$ cat src/rtl/core/parallax_scroll_layers_unit_assert.svh
//----------------------------------------------------------------------------
// Parallax scroll layers: assertion macros
// Concurrent checks that vanish when SYNTHESIS is defined.
//----------------------------------------------------------------------------
`ifndef PARALLAX_SCROLL_LAYERS_UNIT_ASSERT_SVH
`define PARALLAX_SCROLL_LAYERS_UNIT_ASSERT_SVH

`ifndef SYNTHESIS
// antecedent and consequent in the same cycle
`define PSL_ASSERT_SAME(lbl, clk, rstn, ante, cons, msg) \
  lbl: assert property (@(posedge clk) disable iff (!(rstn)) (ante) |-> (cons)) \
    else $error(msg);
// consequent in the cycle after the antecedent
`define PSL_ASSERT_NEXT(lbl, clk, rstn, ante, cons, msg) \
  lbl: assert property (@(posedge clk) disable iff (!(rstn)) (ante) |=> (cons)) \
    else $error(msg);
`else
`define PSL_ASSERT_SAME(lbl, clk, rstn, ante, cons, msg)
`define PSL_ASSERT_NEXT(lbl, clk, rstn, ante, cons, msg)
`endif

`endif

$ cat src/rtl/core/psl_pkg.sv
//----------------------------------------------------------------------------
// Parallax scroll layers: shared package
// Field widths, command codes, register map and inter-module structs.
//----------------------------------------------------------------------------
`default_nettype none

package psl_pkg;

  // beat field widths
  localparam int MODE_W = 2;
  localparam int CAM_W  = 16;
  localparam int SEL_W  = 2;
  localparam int OFF_W  = 12;
  localparam int MASK_W = 4;

  // layer state
  localparam int MAX_LAYERS = 4;
  localparam int ACC_W      = 25;
  localparam int TILE_SHIFT = 4;   // 16 pixels per tile

  // defaults for the top level parameters
  localparam int PSL_LAYER_COUNT   = 4;
  localparam int PSL_FRACTION_BITS = 4;

  // configuration port
  localparam int CFG_W     = 8;
  localparam int PDATA_W   = 32;
  localparam int PADDR_W   = 5;
  localparam int REG_IDX_W = 3;

  localparam logic [REG_IDX_W-1:0] REG_TILES0 = 3'd0;
  localparam logic [REG_IDX_W-1:0] REG_RATIO0 = 3'd4;

  typedef enum logic [MODE_W-1:0] {
    MODE_TICK = 2'd0,
    MODE_ACT  = 2'd1,
    MODE_CLR  = 2'd2
  } psl_mode_t;

  typedef struct packed {
    logic [MAX_LAYERS-1:0][CFG_W-1:0] tiles;
    logic [MAX_LAYERS-1:0][CFG_W-1:0] ratio;
  } psl_cfg_t;

  typedef struct packed {
    logic             busy;
    logic             done;
    logic [CFG_W-1:0] rem;
  } psl_mod_rsp_t;

endpackage

`default_nettype wire

$ cat src/rtl/core/psl_in_if.sv
//----------------------------------------------------------------------------
// Parallax scroll layers: command channel
// Valid/ready channel carrying one command beat.
//----------------------------------------------------------------------------
`default_nettype none

interface psl_in_if;
  import psl_pkg::*;

  logic                    valid;
  logic                    ready;
  logic [MODE_W-1:0]       mode;
  logic signed [CAM_W-1:0] camera_pos;
  logic [SEL_W-1:0]        layer_sel;

  modport source (output valid, output mode, output camera_pos, output layer_sel,
                  input ready);
  modport sink   (input valid, input mode, input camera_pos, input layer_sel,
                  output ready);
endinterface

`default_nettype wire

$ cat src/rtl/core/psl_out_if.sv
//----------------------------------------------------------------------------
// Parallax scroll layers: result channel
// Valid/ready channel carrying the layer offsets and active mask.
//----------------------------------------------------------------------------
`default_nettype none

interface psl_out_if;
  import psl_pkg::*;

  logic              valid;
  logic              ready;
  logic [OFF_W-1:0]  offset_layer0;
  logic [OFF_W-1:0]  offset_layer1;
  logic [OFF_W-1:0]  offset_layer2;
  logic [OFF_W-1:0]  offset_layer3;
  logic [MASK_W-1:0] active_mask;

  modport source (output valid, output offset_layer0, output offset_layer1,
                  output offset_layer2, output offset_layer3, output active_mask,
                  input ready);
  modport sink   (input valid, input offset_layer0, input offset_layer1,
                  input offset_layer2, input offset_layer3, input active_mask,
                  output ready);
endinterface

`default_nettype wire

$ cat src/rtl/core/psl_cfg_regs.sv
//----------------------------------------------------------------------------
// Parallax scroll layers: configuration registers
// APB-style register file for layer widths and parallax ratios.
//----------------------------------------------------------------------------
`default_nettype none

module psl_cfg_regs import psl_pkg::*; (
  input  wire logic               clk,
  input  wire logic               rst_n,
  input  wire logic               psel,
  input  wire logic               penable,
  input  wire logic               pwrite,
  input  wire logic [PADDR_W-1:0] paddr,
  input  wire logic [PDATA_W-1:0] pwdata,
  output logic      [PDATA_W-1:0] prdata,
  output logic                    pready,
  output psl_cfg_t                cfg
);

  logic [MAX_LAYERS-1:0][CFG_W-1:0] tiles_r;
  logic [MAX_LAYERS-1:0][CFG_W-1:0] ratio_r;
  logic [REG_IDX_W-1:0]             reg_idx;
  logic [1:0]                       slot;
  logic [CFG_W-1:0]                 rd_val;

  assign reg_idx = paddr[PADDR_W-1:2];
  assign slot    = reg_idx[1:0];
  assign pready  = 1'b1;

  // register writes in the access phase
  always_ff @(posedge clk) begin
    if (!rst_n) begin
      for (int i = 0; i < MAX_LAYERS; i++) begin
        tiles_r[i] <= CFG_W'(1);
        ratio_r[i] <= '0;
      end
    end else if (psel && penable && pwrite && pready) begin
      if (reg_idx < REG_RATIO0) begin
        tiles_r[slot] <= pwdata[CFG_W-1:0];
      end else begin
        ratio_r[slot] <= pwdata[CFG_W-1:0];
      end
    end
  end

  // read mux
  always_comb begin
    if (reg_idx < REG_RATIO0) begin
      rd_val = tiles_r[slot];
    end else begin
      rd_val = ratio_r[slot];
    end
    prdata = {{(PDATA_W-CFG_W){1'b0}}, rd_val};
  end

  assign cfg.tiles = tiles_r;
  assign cfg.ratio = ratio_r;

endmodule

`default_nettype wire

$ cat src/rtl/core/psl_mod_unit.sv
//----------------------------------------------------------------------------
// Parallax scroll layers: remainder unit
// Bit-serial floored remainder of a signed value by the tile count.
//----------------------------------------------------------------------------
`default_nettype none

module psl_mod_unit import psl_pkg::*; #(
  parameter int Q_W = ACC_W - PSL_FRACTION_BITS - 2
) (
  input  wire logic                  clk,
  input  wire logic                  rst_n,
  input  wire logic                  start,
  input  wire logic signed [Q_W-1:0] value,
  input  wire logic [CFG_W-1:0]      tiles,
  output psl_mod_rsp_t               rsp
);

  localparam int CNT_W = $clog2(Q_W);

  logic [Q_W-1:0]   mag_r;
  logic [CFG_W-1:0] rem_r;
  logic [CFG_W-1:0] tiles_r;
  logic [CFG_W-1:0] res_r;
  logic [CNT_W-1:0] cnt_r;
  logic             neg_r;
  logic             busy_r;
  logic             done_r;

  logic [CFG_W:0]   step;
  logic [CFG_W:0]   step_sub;
  logic [CFG_W-1:0] rem_step;
  logic [CFG_W-1:0] rem_fix;

  // one quotient bit per cycle; floor fix-up for negative dividends
  always_comb begin
    step     = {rem_r, mag_r[Q_W-1]};
    step_sub = step - {1'b0, tiles_r};
    rem_step = (step >= {1'b0, tiles_r}) ? step_sub[CFG_W-1:0] : step[CFG_W-1:0];
    rem_fix  = (neg_r && rem_step != '0) ? (tiles_r - rem_step) : rem_step;
  end

  always_ff @(posedge clk) begin
    if (!rst_n) begin
      busy_r <= 1'b0;
      done_r <= 1'b0;
    end else begin
      done_r <= 1'b0;
      if (start) begin
        busy_r <= 1'b1;
        neg_r  <= value[Q_W-1];
        mag_r  <= value[Q_W-1] ? (~value + 1'b1) : value;
        rem_r  <= '0;
        tiles_r <= tiles;
        cnt_r  <= CNT_W'(Q_W - 1);
      end else if (busy_r) begin
        rem_r <= rem_step;
        mag_r <= {mag_r[Q_W-2:0], 1'b0};
        cnt_r <= cnt_r - 1'b1;
        if (cnt_r == '0) begin
          busy_r <= 1'b0;
          done_r <= 1'b1;
          res_r  <= rem_fix;
        end
      end
    end
  end

  assign rsp.busy = busy_r;
  assign rsp.done = done_r;
  assign rsp.rem  = res_r;

endmodule

`default_nettype wire

$ cat src/rtl/core/parallax_scroll_layers_unit.sv
//----------------------------------------------------------------------------
// Parallax scroll layers
// Camera-driven scroll accumulators and wrapped pixel offsets per layer.
//
//   channel  dir  handshake                 beat contents
//   in_beat  in   valid/ready               mode, camera_pos, layer_sel
//   out_beat out  valid/ready               offset_layer0..3, active_mask
//   cfg      in   psel/penable/pwrite/pready widths and ratios, 8 regs
//
// Clear and idle-camera ticks go straight to the result state; activate runs
// multiply, accumulate and remainder for one layer; a tick visits the layers
// in order, where active ones multiply, accumulate and take the pixel change,
// and moved ones of nonzero width use the remainder unit (one bit a cycle).
// The multiplier is shared by all layers. Synchronous reset leaves all layers
// inactive; a result held by a stalled sink does not block the next command.
//----------------------------------------------------------------------------
`default_nettype none

module parallax_scroll_layers_unit import psl_pkg::*; #(
  parameter int LAYER_COUNT   = PSL_LAYER_COUNT,
  parameter int FRACTION_BITS = PSL_FRACTION_BITS
) (
  input  wire logic               clk,
  input  wire logic               rst_n,
  psl_in_if.sink                  in_beat,
  psl_out_if.source               out_beat,
  input  wire logic               psel,
  input  wire logic               penable,
  input  wire logic               pwrite,
  input  wire logic [PADDR_W-1:0] paddr,
  input  wire logic [PDATA_W-1:0] pwdata,
  output logic      [PDATA_W-1:0] prdata,
  output logic                    pready
);

`include "parallax_scroll_layers_unit_assert.svh"

  localparam int LIDX_W = (LAYER_COUNT > 1) ? $clog2(LAYER_COUNT) : 1;
  localparam int PIX_W  = ACC_W - FRACTION_BITS;
  localparam int DIFF_W = PIX_W + 1;
  localparam int V_W    = PIX_W + 2;
  localparam int Q_W    = V_W - TILE_SHIFT;
  localparam int MUL_W  = CAM_W + CFG_W + 2;

  typedef enum logic [3:0] {
    S_IDLE, S_T_MUL, S_T_ACC, S_T_DIF, S_T_OFF, S_A_MUL, S_A_ACC, S_MODW, S_FIN
  } state_t;

  psl_cfg_t     cfg;
  psl_mod_rsp_t mod_rsp;

  state_t                  state_r;
  logic [LIDX_W-1:0]       idx_r;
  logic                    act_r;
  logic [CAM_W-1:0]        cam_r;
  logic [ACC_W-1:0]        acc_r [LAYER_COUNT];
  logic [OFF_W-1:0]        po_r  [LAYER_COUNT];
  logic [LAYER_COUNT-1:0]  active_r;
  logic [CAM_W:0]          delta_r;
  logic [ACC_W-1:0]        prod_r;
  logic [PIX_W-1:0]        pix_before_r;
  logic [DIFF_W-1:0]       diff_r;
  logic [TILE_SHIFT-1:0]   lo_r;
  logic                    out_valid_r;
  logic [OFF_W-1:0]        out_po_r [MAX_LAYERS];
  logic [MASK_W-1:0]       out_mask_r;

  logic                    in_fire;
  logic                    sel_ok;
  logic [LIDX_W-1:0]       sel_idx;
  logic [CAM_W:0]          delta_in;
  logic [ACC_W-1:0]        acc_cur;
  logic [OFF_W-1:0]        po_cur;
  logic [CFG_W-1:0]        tiles_cur;
  logic [CFG_W-1:0]        ratio_cur;
  logic signed [CAM_W:0]   mul_a;
  logic signed [CFG_W:0]   mul_b;
  logic signed [MUL_W-1:0] mul_full;
  logic [ACC_W-1:0]        acc_sum;
  logic [PIX_W-1:0]        pix_now;
  logic [PIX_W-1:0]        pix_prod;
  logic [DIFF_W-1:0]       diff;
  logic [V_W-1:0]          v_tick;
  logic [V_W-1:0]          v_act;
  logic [V_W-1:0]          v_mod;
  logic                    mod_start;
  logic                    last_layer;
  logic                    out_load;
  logic [OFF_W-1:0]        po_view [MAX_LAYERS];
  logic [MASK_W-1:0]       mask_view;

  psl_cfg_regs u_cfg (
    .clk    (clk),
    .rst_n  (rst_n),
    .psel   (psel),
    .penable(penable),
    .pwrite (pwrite),
    .paddr  (paddr),
    .pwdata (pwdata),
    .prdata (prdata),
    .pready (pready),
    .cfg    (cfg)
  );

  psl_mod_unit #(.Q_W(Q_W)) u_mod (
    .clk  (clk),
    .rst_n(rst_n),
    .start(mod_start),
    .value(v_mod[V_W-1:TILE_SHIFT]),
    .tiles(tiles_cur),
    .rsp  (mod_rsp)
  );

  // command decode
  assign in_beat.ready = (state_r == S_IDLE);
  assign in_fire       = in_beat.valid && in_beat.ready;
  assign sel_ok        = {1'b0, in_beat.layer_sel} < (SEL_W + 1)'(LAYER_COUNT);
  assign sel_idx       = in_beat.layer_sel[LIDX_W-1:0];
  assign delta_in      = {in_beat.camera_pos[CAM_W-1], in_beat.camera_pos} -
                         {cam_r[CAM_W-1], cam_r};

  // per-layer datapath, shared across layers
  always_comb begin
    acc_cur   = acc_r[idx_r];
    po_cur    = po_r[idx_r];
    tiles_cur = cfg.tiles[idx_r];
    ratio_cur = cfg.ratio[idx_r];
    mul_a     = (state_r == S_A_MUL) ? {cam_r[CAM_W-1], cam_r} : delta_r;
    mul_b     = {1'b0, ratio_cur};
    mul_full  = mul_a * mul_b;
    acc_sum   = acc_cur + prod_r;
    pix_now   = acc_cur[ACC_W-1:FRACTION_BITS];
    pix_prod  = prod_r[ACC_W-1:FRACTION_BITS];
    diff      = {pix_now[PIX_W-1], pix_now} - {pix_before_r[PIX_W-1], pix_before_r};
    v_tick    = {diff_r[DIFF_W-1], diff_r} + {{(V_W-OFF_W){1'b0}}, po_cur};
    v_act     = {{2{pix_prod[PIX_W-1]}}, pix_prod};
    v_mod     = (state_r == S_A_ACC) ? v_act : v_tick;
  end

  assign mod_start  = (state_r == S_T_OFF) || (state_r == S_A_ACC);
  assign last_layer = (idx_r == LIDX_W'(LAYER_COUNT - 1));
  assign out_load   = (state_r == S_FIN) && (!out_valid_r || out_beat.ready);

  // sequencer and layer state
  always_ff @(posedge clk) begin
    if (!rst_n) begin
      state_r     <= S_IDLE;
      idx_r       <= '0;
      act_r       <= 1'b0;
      cam_r       <= '0;
      active_r    <= '0;
      out_valid_r <= 1'b0;
      for (int i = 0; i < LAYER_COUNT; i++) begin
        acc_r[i] <= '0;
        po_r[i]  <= '0;
      end
    end else begin
      case (state_r)
        S_IDLE: begin
          if (in_fire) begin
            state_r <= S_FIN;
            case (psl_mode_t'(in_beat.mode))
              MODE_TICK: begin
                if (delta_in != '0) begin
                  cam_r   <= in_beat.camera_pos;
                  delta_r <= delta_in;
                  idx_r   <= '0;
                  act_r   <= 1'b0;
                  state_r <= S_T_MUL;
                end
              end
              MODE_ACT: begin
                if (sel_ok && cfg.tiles[in_beat.layer_sel] != '0) begin
                  idx_r   <= sel_idx;
                  act_r   <= 1'b1;
                  state_r <= S_A_MUL;
                end
              end
              MODE_CLR: begin
                if (sel_ok) begin
                  acc_r[sel_idx]    <= '0;
                  po_r[sel_idx]     <= '0;
                  active_r[sel_idx] <= 1'b0;
                end
              end
              default: begin
              end
            endcase
          end
        end
        S_T_MUL: begin
          if (active_r[idx_r]) begin
            prod_r  <= mul_full[ACC_W-1:0];
            state_r <= S_T_ACC;
          end else if (last_layer) begin
            state_r <= S_FIN;
          end else begin
            idx_r <= idx_r + 1'b1;
          end
        end
        S_T_ACC: begin
          pix_before_r  <= pix_now;
          acc_r[idx_r]  <= acc_sum;
          state_r       <= S_T_DIF;
        end
        S_T_DIF: begin
          diff_r <= diff;
          if (tiles_cur != '0 && diff != '0) begin
            state_r <= S_T_OFF;
          end else begin
            if (tiles_cur == '0) begin
              po_r[idx_r] <= '0;
            end
            if (last_layer) begin
              state_r <= S_FIN;
            end else begin
              idx_r   <= idx_r + 1'b1;
              state_r <= S_T_MUL;
            end
          end
        end
        S_T_OFF: begin
          lo_r    <= v_mod[TILE_SHIFT-1:0];
          state_r <= S_MODW;
        end
        S_A_MUL: begin
          prod_r  <= mul_full[ACC_W-1:0];
          state_r <= S_A_ACC;
        end
        S_A_ACC: begin
          acc_r[idx_r]    <= prod_r;
          active_r[idx_r] <= 1'b1;
          lo_r            <= v_mod[TILE_SHIFT-1:0];
          state_r         <= S_MODW;
        end
        S_MODW: begin
          if (mod_rsp.done) begin
            po_r[idx_r] <= {mod_rsp.rem, lo_r};
            if (act_r || last_layer) begin
              state_r <= S_FIN;
            end else begin
              idx_r   <= idx_r + 1'b1;
              state_r <= S_T_MUL;
            end
          end
        end
        S_FIN: begin
          if (out_load) begin
            state_r <= S_IDLE;
          end
        end
        default: state_r <= S_IDLE;
      endcase

      // result register
      if (out_load) begin
        out_valid_r <= 1'b1;
        out_mask_r  <= mask_view;
        for (int i = 0; i < MAX_LAYERS; i++) begin
          out_po_r[i] <= po_view[i];
        end
      end else if (out_valid_r && out_beat.ready) begin
        out_valid_r <= 1'b0;
      end
    end
  end

  // layers beyond the configured count read as zero
  for (genvar g = 0; g < MAX_LAYERS; g++) begin : g_view
    if (g < LAYER_COUNT) begin : g_used
      assign po_view[g]   = po_r[g];
      assign mask_view[g] = active_r[g];
    end else begin : g_unused
      assign po_view[g]   = '0;
      assign mask_view[g] = 1'b0;
    end
  end

  assign out_beat.valid         = out_valid_r;
  assign out_beat.offset_layer0 = out_po_r[0];
  assign out_beat.offset_layer1 = out_po_r[1];
  assign out_beat.offset_layer2 = out_po_r[2];
  assign out_beat.offset_layer3 = out_po_r[3];
  assign out_beat.active_mask   = out_mask_r;

  // checks
  `PSL_ASSERT_SAME(a_mod_start_idle, clk, rst_n, mod_start, !mod_rsp.busy,
    "remainder unit restarted while busy")
  `PSL_ASSERT_SAME(a_modw_has_work, clk, rst_n, state_r == S_MODW,
    (mod_rsp.busy || mod_rsp.done), "waiting on an idle remainder unit")
  `PSL_ASSERT_NEXT(a_cam_stable, clk, rst_n, state_r != S_IDLE, $stable(cam_r),
    "camera position changed during a command")

endmodule

`default_nettype wire

$ cat src/flat_wrapper.sv
// flat-port wrapper written by rule: the top's interface ports become plain ports
module parallax_scroll_layers_unit_flat import psl_pkg::*;
#(
  parameter int LAYER_COUNT   = PSL_LAYER_COUNT,
  parameter int FRACTION_BITS = PSL_FRACTION_BITS
)
  (clk, rst_n, psel, penable, pwrite, paddr, pwdata, prdata, pready, in_beat_valid, in_beat_mode, in_beat_camera_pos, in_beat_layer_sel, in_beat_ready, out_beat_valid, out_beat_offset_layer0, out_beat_offset_layer1, out_beat_offset_layer2, out_beat_offset_layer3, out_beat_active_mask, out_beat_ready);
  psl_in_if in_beat_i ();
  psl_out_if out_beat_i ();
  input  wire logic clk;
  input  wire logic rst_n;
  input  wire logic psel;
  input  wire logic penable;
  input  wire logic pwrite;
  input  wire logic [PADDR_W-1:0] paddr;
  input  wire logic [PDATA_W-1:0] pwdata;
  output logic      [PDATA_W-1:0] prdata;
  output logic pready;
  input wire logic [$bits(in_beat_i.valid)-1:0] in_beat_valid;
  input wire logic [$bits(in_beat_i.mode)-1:0] in_beat_mode;
  input wire logic [$bits(in_beat_i.camera_pos)-1:0] in_beat_camera_pos;
  input wire logic [$bits(in_beat_i.layer_sel)-1:0] in_beat_layer_sel;
  output wire logic [$bits(in_beat_i.ready)-1:0] in_beat_ready;
  output wire logic [$bits(out_beat_i.valid)-1:0] out_beat_valid;
  output wire logic [$bits(out_beat_i.offset_layer0)-1:0] out_beat_offset_layer0;
  output wire logic [$bits(out_beat_i.offset_layer1)-1:0] out_beat_offset_layer1;
  output wire logic [$bits(out_beat_i.offset_layer2)-1:0] out_beat_offset_layer2;
  output wire logic [$bits(out_beat_i.offset_layer3)-1:0] out_beat_offset_layer3;
  output wire logic [$bits(out_beat_i.active_mask)-1:0] out_beat_active_mask;
  input wire logic [$bits(out_beat_i.ready)-1:0] out_beat_ready;
  assign in_beat_i.valid = in_beat_valid;
  assign in_beat_i.mode = in_beat_mode;
  assign in_beat_i.camera_pos = in_beat_camera_pos;
  assign in_beat_i.layer_sel = in_beat_layer_sel;
  assign in_beat_ready = in_beat_i.ready;
  assign out_beat_valid = out_beat_i.valid;
  assign out_beat_offset_layer0 = out_beat_i.offset_layer0;
  assign out_beat_offset_layer1 = out_beat_i.offset_layer1;
  assign out_beat_offset_layer2 = out_beat_i.offset_layer2;
  assign out_beat_offset_layer3 = out_beat_i.offset_layer3;
  assign out_beat_active_mask = out_beat_i.active_mask;
  assign out_beat_i.ready = out_beat_ready;
  parallax_scroll_layers_unit #(.LAYER_COUNT(LAYER_COUNT), .FRACTION_BITS(FRACTION_BITS)) u_core (.clk(clk), .rst_n(rst_n), .in_beat(in_beat_i), .out_beat(out_beat_i), .psel(psel), .penable(penable), .pwrite(pwrite), .paddr(paddr), .pwdata(pwdata), .prdata(prdata), .pready(pready));
endmodule
$ cat config.mk
export PLATFORM = sky130hd
export DESIGN_NAME = parallax_scroll_layers_unit_flat
export DESIGN_NICKNAME = d
export VERILOG_FILES = /design/src/rtl/core/psl_pkg.sv /design/src/rtl/core/psl_in_if.sv /design/src/rtl/core/psl_out_if.sv /design/src/rtl/core/psl_cfg_regs.sv /design/src/rtl/core/psl_mod_unit.sv /design/src/rtl/core/parallax_scroll_layers_unit.sv /design/src/flat_wrapper.sv
export VERILOG_INCLUDE_DIRS = /design/src /design/src/rtl/core
export SDC_FILE = /design/constraint.sdc
export NUM_CORES = 1
export LEC_CHECK = 0
export BUFFER_PORTS_ARGS = -buffer_cell sky130_fd_sc_hd__clkbuf_2
export CORE_UTILIZATION = 45
export CTS_CLUSTER_SIZE = 20
export DETAILED_ROUTE_END_ITERATION = 16
export PLACE_DENSITY = 0.69
export SLEW_MARGIN = 0
export SYNTH_ARGS = -nofsm -noshare
export SYNTH_HDL_FRONTEND = slang
export SYNTH_SLANG_ARGS = --single-unit
export TNS_END_PERCENT = 30
$ cat constraint.sdc
create_clock -name clk -period 8.5 [get_ports clk]
set_input_delay 1.7 -clock clk [delete_from_list [all_inputs] [get_ports clk]]
set_output_delay 1.7 -clock clk [all_outputs]
set_load 0.05 [all_outputs]
**After elaboration in Yosys (flattened, before gate mapping)**

Memory sizes are Yosys's and may differ from the RTL's. A register that Yosys moved wholly into a read port is not among the register bits.
Index checks and enable logic that the tools add are counted.

- Bits in registers: 236
- Bits in latches: 0
- Bits in writable memories: 196
- ROM bits: 0
- Input bits: 64
- Logic and storage cells: 243
- Memories kept: 3

- Add/sub/neg operators: 9
- Multipliers: 1
- Divide/modulo/power cells: 0
- Magnitude comparators: 8
- Eq/ne operators: 25
- Shift operators: 0
- Muxes and demuxes: 108
- Bitwise operators: 10
- Reductions and logical operators: 51

Memory list:

| memory | words | bits a word | rd ports | clocked after Yosys merged registers in | write ports | RTL line | RTL |
|---|---|---|---|---|---|---|---|
| u_core.acc_r | 4 | 25 | 1 | 1 | 4 | parallax_scroll_layers_unit.sv:56 | `logic [ACC_W-1:0] acc_r [LAYER_COUNT];` |
| u_core.out_po_r | 4 | 12 | 4 | 0 | 4 | parallax_scroll_layers_unit.sv:65 | `logic [OFF_W-1:0] out_po_r [MAX_LAYERS];` |
| u_core.po_r | 4 | 12 | 5 | 1 | 4 | parallax_scroll_layers_unit.sv:57 | `logic [OFF_W-1:0] po_r [LAYER_COUNT];` |

Operators with widths:

| kind | count |
|---|---|
| $mux 25 | 4 |
| $bmux 8 s2 | 5 |
| $mux 8 | 10 |
| $bwmux 32 | 2 |
| $mux 19 | 3 |
| $pmux 25 s2 | 1 |
| $reduce_or 25->1 | 2 |
| $mux 4 | 12 |
| $mux 1 | 39 |
| $mux 12 | 3 |
| $mux 2 | 16 |
| $pmux 4 s8 | 1 |
| $add 25x25->25 | 1 |
| $mul 17x9->25 | 1 |
| $reduce_bool 8->1 | 3 |
| $reduce_or 12->1 | 2 |
| $add 22x13->23 | 1 |
| $mux 23 | 1 |
| $reduce_bool 22->1 | 1 |
| $sub 21x21->22 | 1 |
| $add 19x1->19 const B | 1 |
| $not 19->19 | 1 |
| $mux 17 | 1 |
| $reduce_bool 17->1 | 1 |
| other kinds (47) | 99 |

**Longest topological paths before layout**

- Depth after elaboration: 11
- Gate-level depth with buffers: 28

**Cells and area by module**

Synthesis repeated with hierarchy kept, for this count alone.

- Cell total of the unflattened synthesis: 2651
- Area total of the unflattened synthesis: 28338.4 um^2

Modules (own cells, without submodules):

| module | times used | cells each | area each (um^2) | sequential area each (um^2) |
|---|---|---|---|---|
| parallax_scroll_layers_unit | 1 | 2062 | 21991.1 | 9278.9 |
| psl_mod_unit | 1 | 308 | 3253.1 | 1511.4 |
| psl_cfg_regs | 1 | 281 | 3094.2 | 1281.2 |

**Worst setup path before layout**

No wires, ideal clock.

- Path type: register -> register
- Start point: register u_core.idx_r[1]
- End point: register u_core.prod_r[24], data pin
- Setup time: 0.259 ns
- Arrival time: 6.566 ns
- Data required time: 8.241 ns
- Setup slack: 1.675 ns
- Cell stages (with the launch flop): 27
- Clock period less this slack: 6.825 ns
- Cells stage by stage: dfxtp_1 -> clkbuf_1 -> buf_1 -> clkbuf_1 -> mux2i_1 -> nand2_1 -> o21ai_1 -> clkbuf_1 -> nor2_1 -> fa_1 -> fa_1 -> fa_1 -> inv_1 -> fa_1 -> inv_1 -> ha_1 -> o21ai_0 -> nand2b_1 -> a21oi_1 -> a31oi_1 -> a221o_1 -> a211o_1 -> a31oi_1 -> o21bai_1 -> a21oi_1 -> a21oi_1 -> xnor2_1

- Cells in the longest elaborated chain, start to end: 5

RTL lines:

| what | RTL line | RTL |
|---|---|---|
| start, declared | parallax_scroll_layers_unit.sv:53 | `logic [LIDX_W-1:0] idx_r;` |
| start signal, assigned | parallax_scroll_layers_unit.sv:174 | `idx_r <= sel_idx;` |
| start signal, assigned | parallax_scroll_layers_unit.sv:198 | `idx_r <= idx_r + 1'b1;` |
| start signal, assigned | parallax_scroll_layers_unit.sv:217 | `idx_r <= idx_r + 1'b1;` |
| $bmux 8 s2 * | parallax_scroll_layers_unit.sv:127 | `ratio_cur = cfg.ratio[idx_r];` |
| $mux 8 (not written as such) * | parallax_scroll_layers_unit.sv:127 |  |
| $mul 17x9->25 * | parallax_scroll_layers_unit.sv:130 | `mul_full = mul_a * mul_b;` |
| net u_core.mul_full[24] | parallax_scroll_layers_unit.sv:78 | `logic signed [MUL_W-1:0] mul_full;` |
| $mux 25 | parallax_scroll_layers_unit.sv:192 | `if (active_r[idx_r]) begin` |
| $pmux 25 s2 * | parallax_scroll_layers_unit.sv:158 | `case (state_r)` |
| end signal, assigned | parallax_scroll_layers_unit.sv:193 | `prod_r <= mul_full[ACC_W-1:0];` |
| end signal, assigned | parallax_scroll_layers_unit.sv:227 | `prod_r <= mul_full[ACC_W-1:0];` |
| end, declared | parallax_scroll_layers_unit.sv:60 | `logic [ACC_W-1:0] prod_r;` |

Mark *: on every way through the listed nets, which the timed path passes. The rest lies on a longest branch. The select of a mux whose other input is x is not followed.
A chain may end at the register's enable or synchronous reset.

**Worst setup path in the final report**

- Start point: register u_core.state_r[0]
- End point: register u_core.prod_r[24], data pin

- Cells in the longest elaborated chain, start to end: 5

RTL lines:

| what | RTL line | RTL |
|---|---|---|
| start, declared | parallax_scroll_layers_unit.sv:52 | `state_t state_r;` |
| start signal, assigned | parallax_scroll_layers_unit.sv:147 | `state_r <= S_IDLE;` |
| start signal, assigned | parallax_scroll_layers_unit.sv:161 | `state_r <= S_FIN;` |
| start signal, assigned | parallax_scroll_layers_unit.sv:169 | `state_r <= S_T_MUL;` |
| $eq 4x3->1 * | parallax_scroll_layers_unit.sv:128 | `mul_a = (state_r == S_A_MUL) ? {cam_r[CAM_W-1], cam_r} : delta_r;` |
| $mux 17 * | parallax_scroll_layers_unit.sv:128 |  |
| $mul 17x9->25 * | parallax_scroll_layers_unit.sv:130 |  |
| net u_core.mul_full[24] | parallax_scroll_layers_unit.sv:78 |  |
| $mux 25 | parallax_scroll_layers_unit.sv:192 |  |
| $pmux 25 s2 * | parallax_scroll_layers_unit.sv:158 |  |

Marked as above.

==> reports/qor.tcl <==
set qor(tritoncts) {built}
set qor(die-area_mm2) 0.0635
set qor(final_nets) 3034
set qor(ant_nets) 0
set qor(tritoncts_num_sinks) 434
set qor(rsz0062_at_grt) {no}
set qor(min_period_over_period_pct) 85.5
set qor(max-clock-path-buffers) 3
set qor(post-route-worst-setup-slack_ns) 1.24
set qor(timing.slew.headroom_pct) 18.0
set qor(global_route.usage.met3_pct) 2.42
set qor(ys_dominant_reg_cell) {edfxtp_1}
set qor(global_route.usage.met2_pct) 34.6
set qor(crit_fanout) 12
set qor(start_util_pct) 45.6
set qor(detailedPlacementHpwl_um) 47900
set qor(holdCritPathClass) {flop to flop}
set qor(critPathLaunchType) {flop}
set qor(rows) 91
set qor(maxClockFrequency_mhz) 138
set qor(routedWlPerCell_um) 18.2
set qor(cts-buffers-inserted) 47
set qor(dp_slack_ns) 1.22
set qor(ir_drop_uv) 180
set qor(cts_setup_buffers) 0
set qor(grt-ovfl-total) 0
set qor(synth-seq-cells) 434
set qor(setup_viol_count_final) 0
set qor(cts.htree.levels) 2
set qor(cts.root.buffer_cell) {clkbuf_16}
set qor(cts-hold-fix-buffers) 0
set qor(area.growth.synth_to_final_pct) 10.3
set qor(timing.critical_path.mode_cell) {fa_1}
set qor(io_pins) 151
set qor(synth_edf_count) 338
set qor(critical_path.max_stage_delay_ns) 0.71
set qor(timing.setup.critical_path_class) {flop to flop}
set qor(yosysWarnings) 0
set qor(netlist-cell-type-count) 99
set qor(critical_path_cell_sequence) {nand2b_1, nor3_2, buf_4, mux2i_1, nor2_1, fa_1, fa_1, fa_1, inv_1, fa_1, inv_1, ha_1, o21ai_0, nand2b_1, a21oi_1, a31oi_1, a221o_1, a211o_1, a31oi_1, o21bai_1, a21oi_1, a21oi_1, xnor2_1}
set qor(status) {finished clean}
set qor(grt_first_pass_wirelength_um) 103000
set qor(groute.layer.met1.usage_pct) 27.1
set qor(final_hold_viol_count) 0
set qor(fin_crit_ns) 7.26
set qor(dpl_cell_area_mm2) 0.0294
set qor(n_antenna_cell) 0
set qor(finClkSkew_ns) 0.0157
set qor(power.static_leakage_nw) 12.7
set qor(synthArstFlopShare_pct) 0
set qor(kind_of_cell_adding_the_most_delay_to_the_critical_path) {adder cells}
set qor(cts_resized) 0
set qor(core_area_mm2) 0.0617
set qor(initial_antenna_violation_count) 0
set qor(critical_path_sink_type) {flop}
set qor(route.vias.total) 20000
set qor(largest_net_degree_at_the_start_of_global_routing) 53
set qor(post_drt_via_cell_ratio) 5.56
set qor(cp_num_buf_inv) 3
set qor(totalWireLength_um) 65100
set qor(postSynthCellCount) 2629
set qor(drc) 0
set qor(layout.cell_area.non_filler_mm2) 0.0310
set qor(dr.pass1.iters) 6
set qor(max_cap_violations) 0
set qor(hold_slack_ns) 0.447
set qor(clk-insertion-delay-late_ns) 0.60
set qor(synthesis.area_per_instance_um2) 10.7
set qor(power_density_mw_per_mm2) 279
set qor(clk_pin_slew_ns) 0.07
set qor(place.port_buffers) 99
set qor(first_iter_violations) 1694
set qor(data_arrival_time_of_the_worst_path_ns) 7.61
set qor(die_height_um) 252
set qor(total_negative_slack_for_setup_checks_ns) 0
set qor(post_route_cells_drive_above_1_share_pct) 12.5
set qor(gp_routability_congestion) 0.894
set qor(globalRouteTotalUtil_pct) 20.4
set qor(worstMarginPinSlew_ns) 1.22
set qor(yosysSeqAreaShare_pct) 42.9
set qor(global_route.peak_usage_layer) {met2}
set qor(worst-endpoint-required_ns) 8.84
set qor(worst_path_max_delay_cell) {nor3_2}
set qor(final_max_slew_viol_count) 0
set qor(first_global_vias) 19600
set qor(die_width_um) 252
set qor(synth_area_mm2) 0.0281
cell type report:
cell class | count | area [um^2]
multi-input cells | 1814 | 14500
clock inverters | 31 | 373
inverters | 284 | 1070
fillers | 5456 | 30700
flip-flops and latches | 434 | 12100
well taps | 837 | 1050
repair buffers | 132 | 743
clock buffers | 55 | 1220
stage by stage:
| step | power, mW | utilization [%] | std cells |
|---|---|---|---|
| after global placement | 6.39 | 47.7 | 3501 |
| after detailed placement | 6.52 | 47.7 | 3501 |
| after floorplan | 5.68 | - | 2652 |
| after global routing | 9.19 | 50.2 | 3587 |
| final | 8.64 | 50.2 | 3587 |
| after CTS | 8.66 | 50.2 | 3587 |
cell usage after synthesis (16+ instances only):
| library cell | count | share of area, % |
|---|---|---|
| nor2_1 | 383 | 5.1 |
| xnor2_1 | 54 | 1.7 |
| nor4_1 | 19 | 0.42 |
| fa_1 | 112 | 8.0 |
| nor2b_1 | 32 | 0.71 |
| a21oi_1 | 99 | 1.8 |
| nand2b_1 | 49 | 1.1 |
| and2_1 | 17 | 0.38 |
| edfxtp_1 | 338 | 36 |
| dfxtp_1 | 96 | 6.8 |
| o21ai_0 | 87 | 1.5 |
| a21o_1 | 25 | 0.67 |
| nor3_1 | 25 | 0.44 |
| a22oi_1 | 19 | 0.51 |
| inv_1 | 283 | 3.8 |
| mux2_2 | 28 | 1.1 |
| mux2i_1 | 118 | 4.2 |
| buf_4 | 29 | 0.77 |
| mux4_2 | 65 | 5.2 |
| or3_1 | 17 | 0.38 |
| nand2_1 | 173 | 2.3 |
| nand3_1 | 27 | 0.48 |
| xor2_1 | 39 | 1.2 |
| ha_1 | 145 | 6.5 |
| a211oi_1 | 16 | 0.43 |
| clkbuf_1 | 71 | 0.95 |
| o21a_1 | 19 | 0.51 |
sequential cells by signal, summed over array words and instances (netlist names), 4 cells and up, named ones only:
signal                       flops
u_core.acc_r                   100
u_core.active_r                  4
u_core.cam_r                    16
u_core.delta_r                  17
u_core.diff_r                   22
u_core.lo_r                      4
u_core.out_beat.active_mask      4
u_core.out_po_r                 48
u_core.pix_before_r             21
u_core.po_r                     48
u_core.prod_r                   25
u_core.state_r                   4
u_core.u_cfg.cfg                64
u_core.u_mod.cnt_r               5
u_core.u_mod.mag_r              19
u_core.u_mod.rem_r               8
u_core.u_mod.res_r               8
u_core.u_mod.tiles_r             8
cell families after synthesis:
logic type / after synthesis / synth area share, %
XOR/XNOR: 93 / 2.90
multiplexers: 211 / 10.5
buffers and inverters: 404 / 6.00
other: 2 / 0.0267
AO/OA/AOI/OAI: 414 / 9.86
flip-flops: 434 / 42.9
AND/OR/NAND/NOR: 814 / 13.3
adder cells (fa/ha/maj): 257 / 14.4
metal layers:
| metal | share of wire [%] | wire length (um) |
|---|---|---|
| met1 | 43 | 28100 |
| met2 | 48 | 31600 |
| met3 | 5.7 | 3700 |
| met4 | 2.8 | 1810 |
| met5 | 0 | 0 |
cell usage in the layout, fill, tap and decap left out, types with 12 or more instances in the layout:
cell type / n
a211o_1: 12
a211oi_1: 16
a21o_1: 25
a21oi_1: 99
a22oi_1: 19
and2_1: 17
buf_4: 33
clkbuf_16: 47
clkbuf_2: 99
conb_1: 25
dfxtp_1: 94
edfxtp_1: 338
fa_1: 112
ha_1: 145
inv_1: 282
mux2_2: 28
mux2i_1: 118
mux4_2: 65
nand2_1: 173
nand2b_1: 49
nand3_1: 27
nor2_1: 381
nor2b_1: 32
nor3_1: 23
nor4_1: 17
o211ai_1: 13
o21a_1: 19
o21ai_0: 87
o31ai_1: 13
or3_1: 17
xnor2_1: 54
xor2_1: 39
worst paths after layout:
check	start	slack (ns)	cells past startpoint	end
worst max-delay path	u_core.state_r[0]	1.24	23	u_core.prod_r[24]
worst min-delay path	u_core.po_r[2][7]	0.45	0	u_core.out_po_r[2][7]
worst max register to register	u_core.state_r[0]	1.24	23	u_core.prod_r[24]
worst min register to register	u_core.po_r[2][7]	0.45	0	u_core.out_po_r[2][7]
report_power, final:
group,switching (mW),total [mW],internal (mW)
sequential,0.132,2.77,2.64
clock,0.881,2.13,1.25
combinational,2.29,3.74,1.45
total,3.31,8.64,5.33
Power figures use the tool's default switching activity.
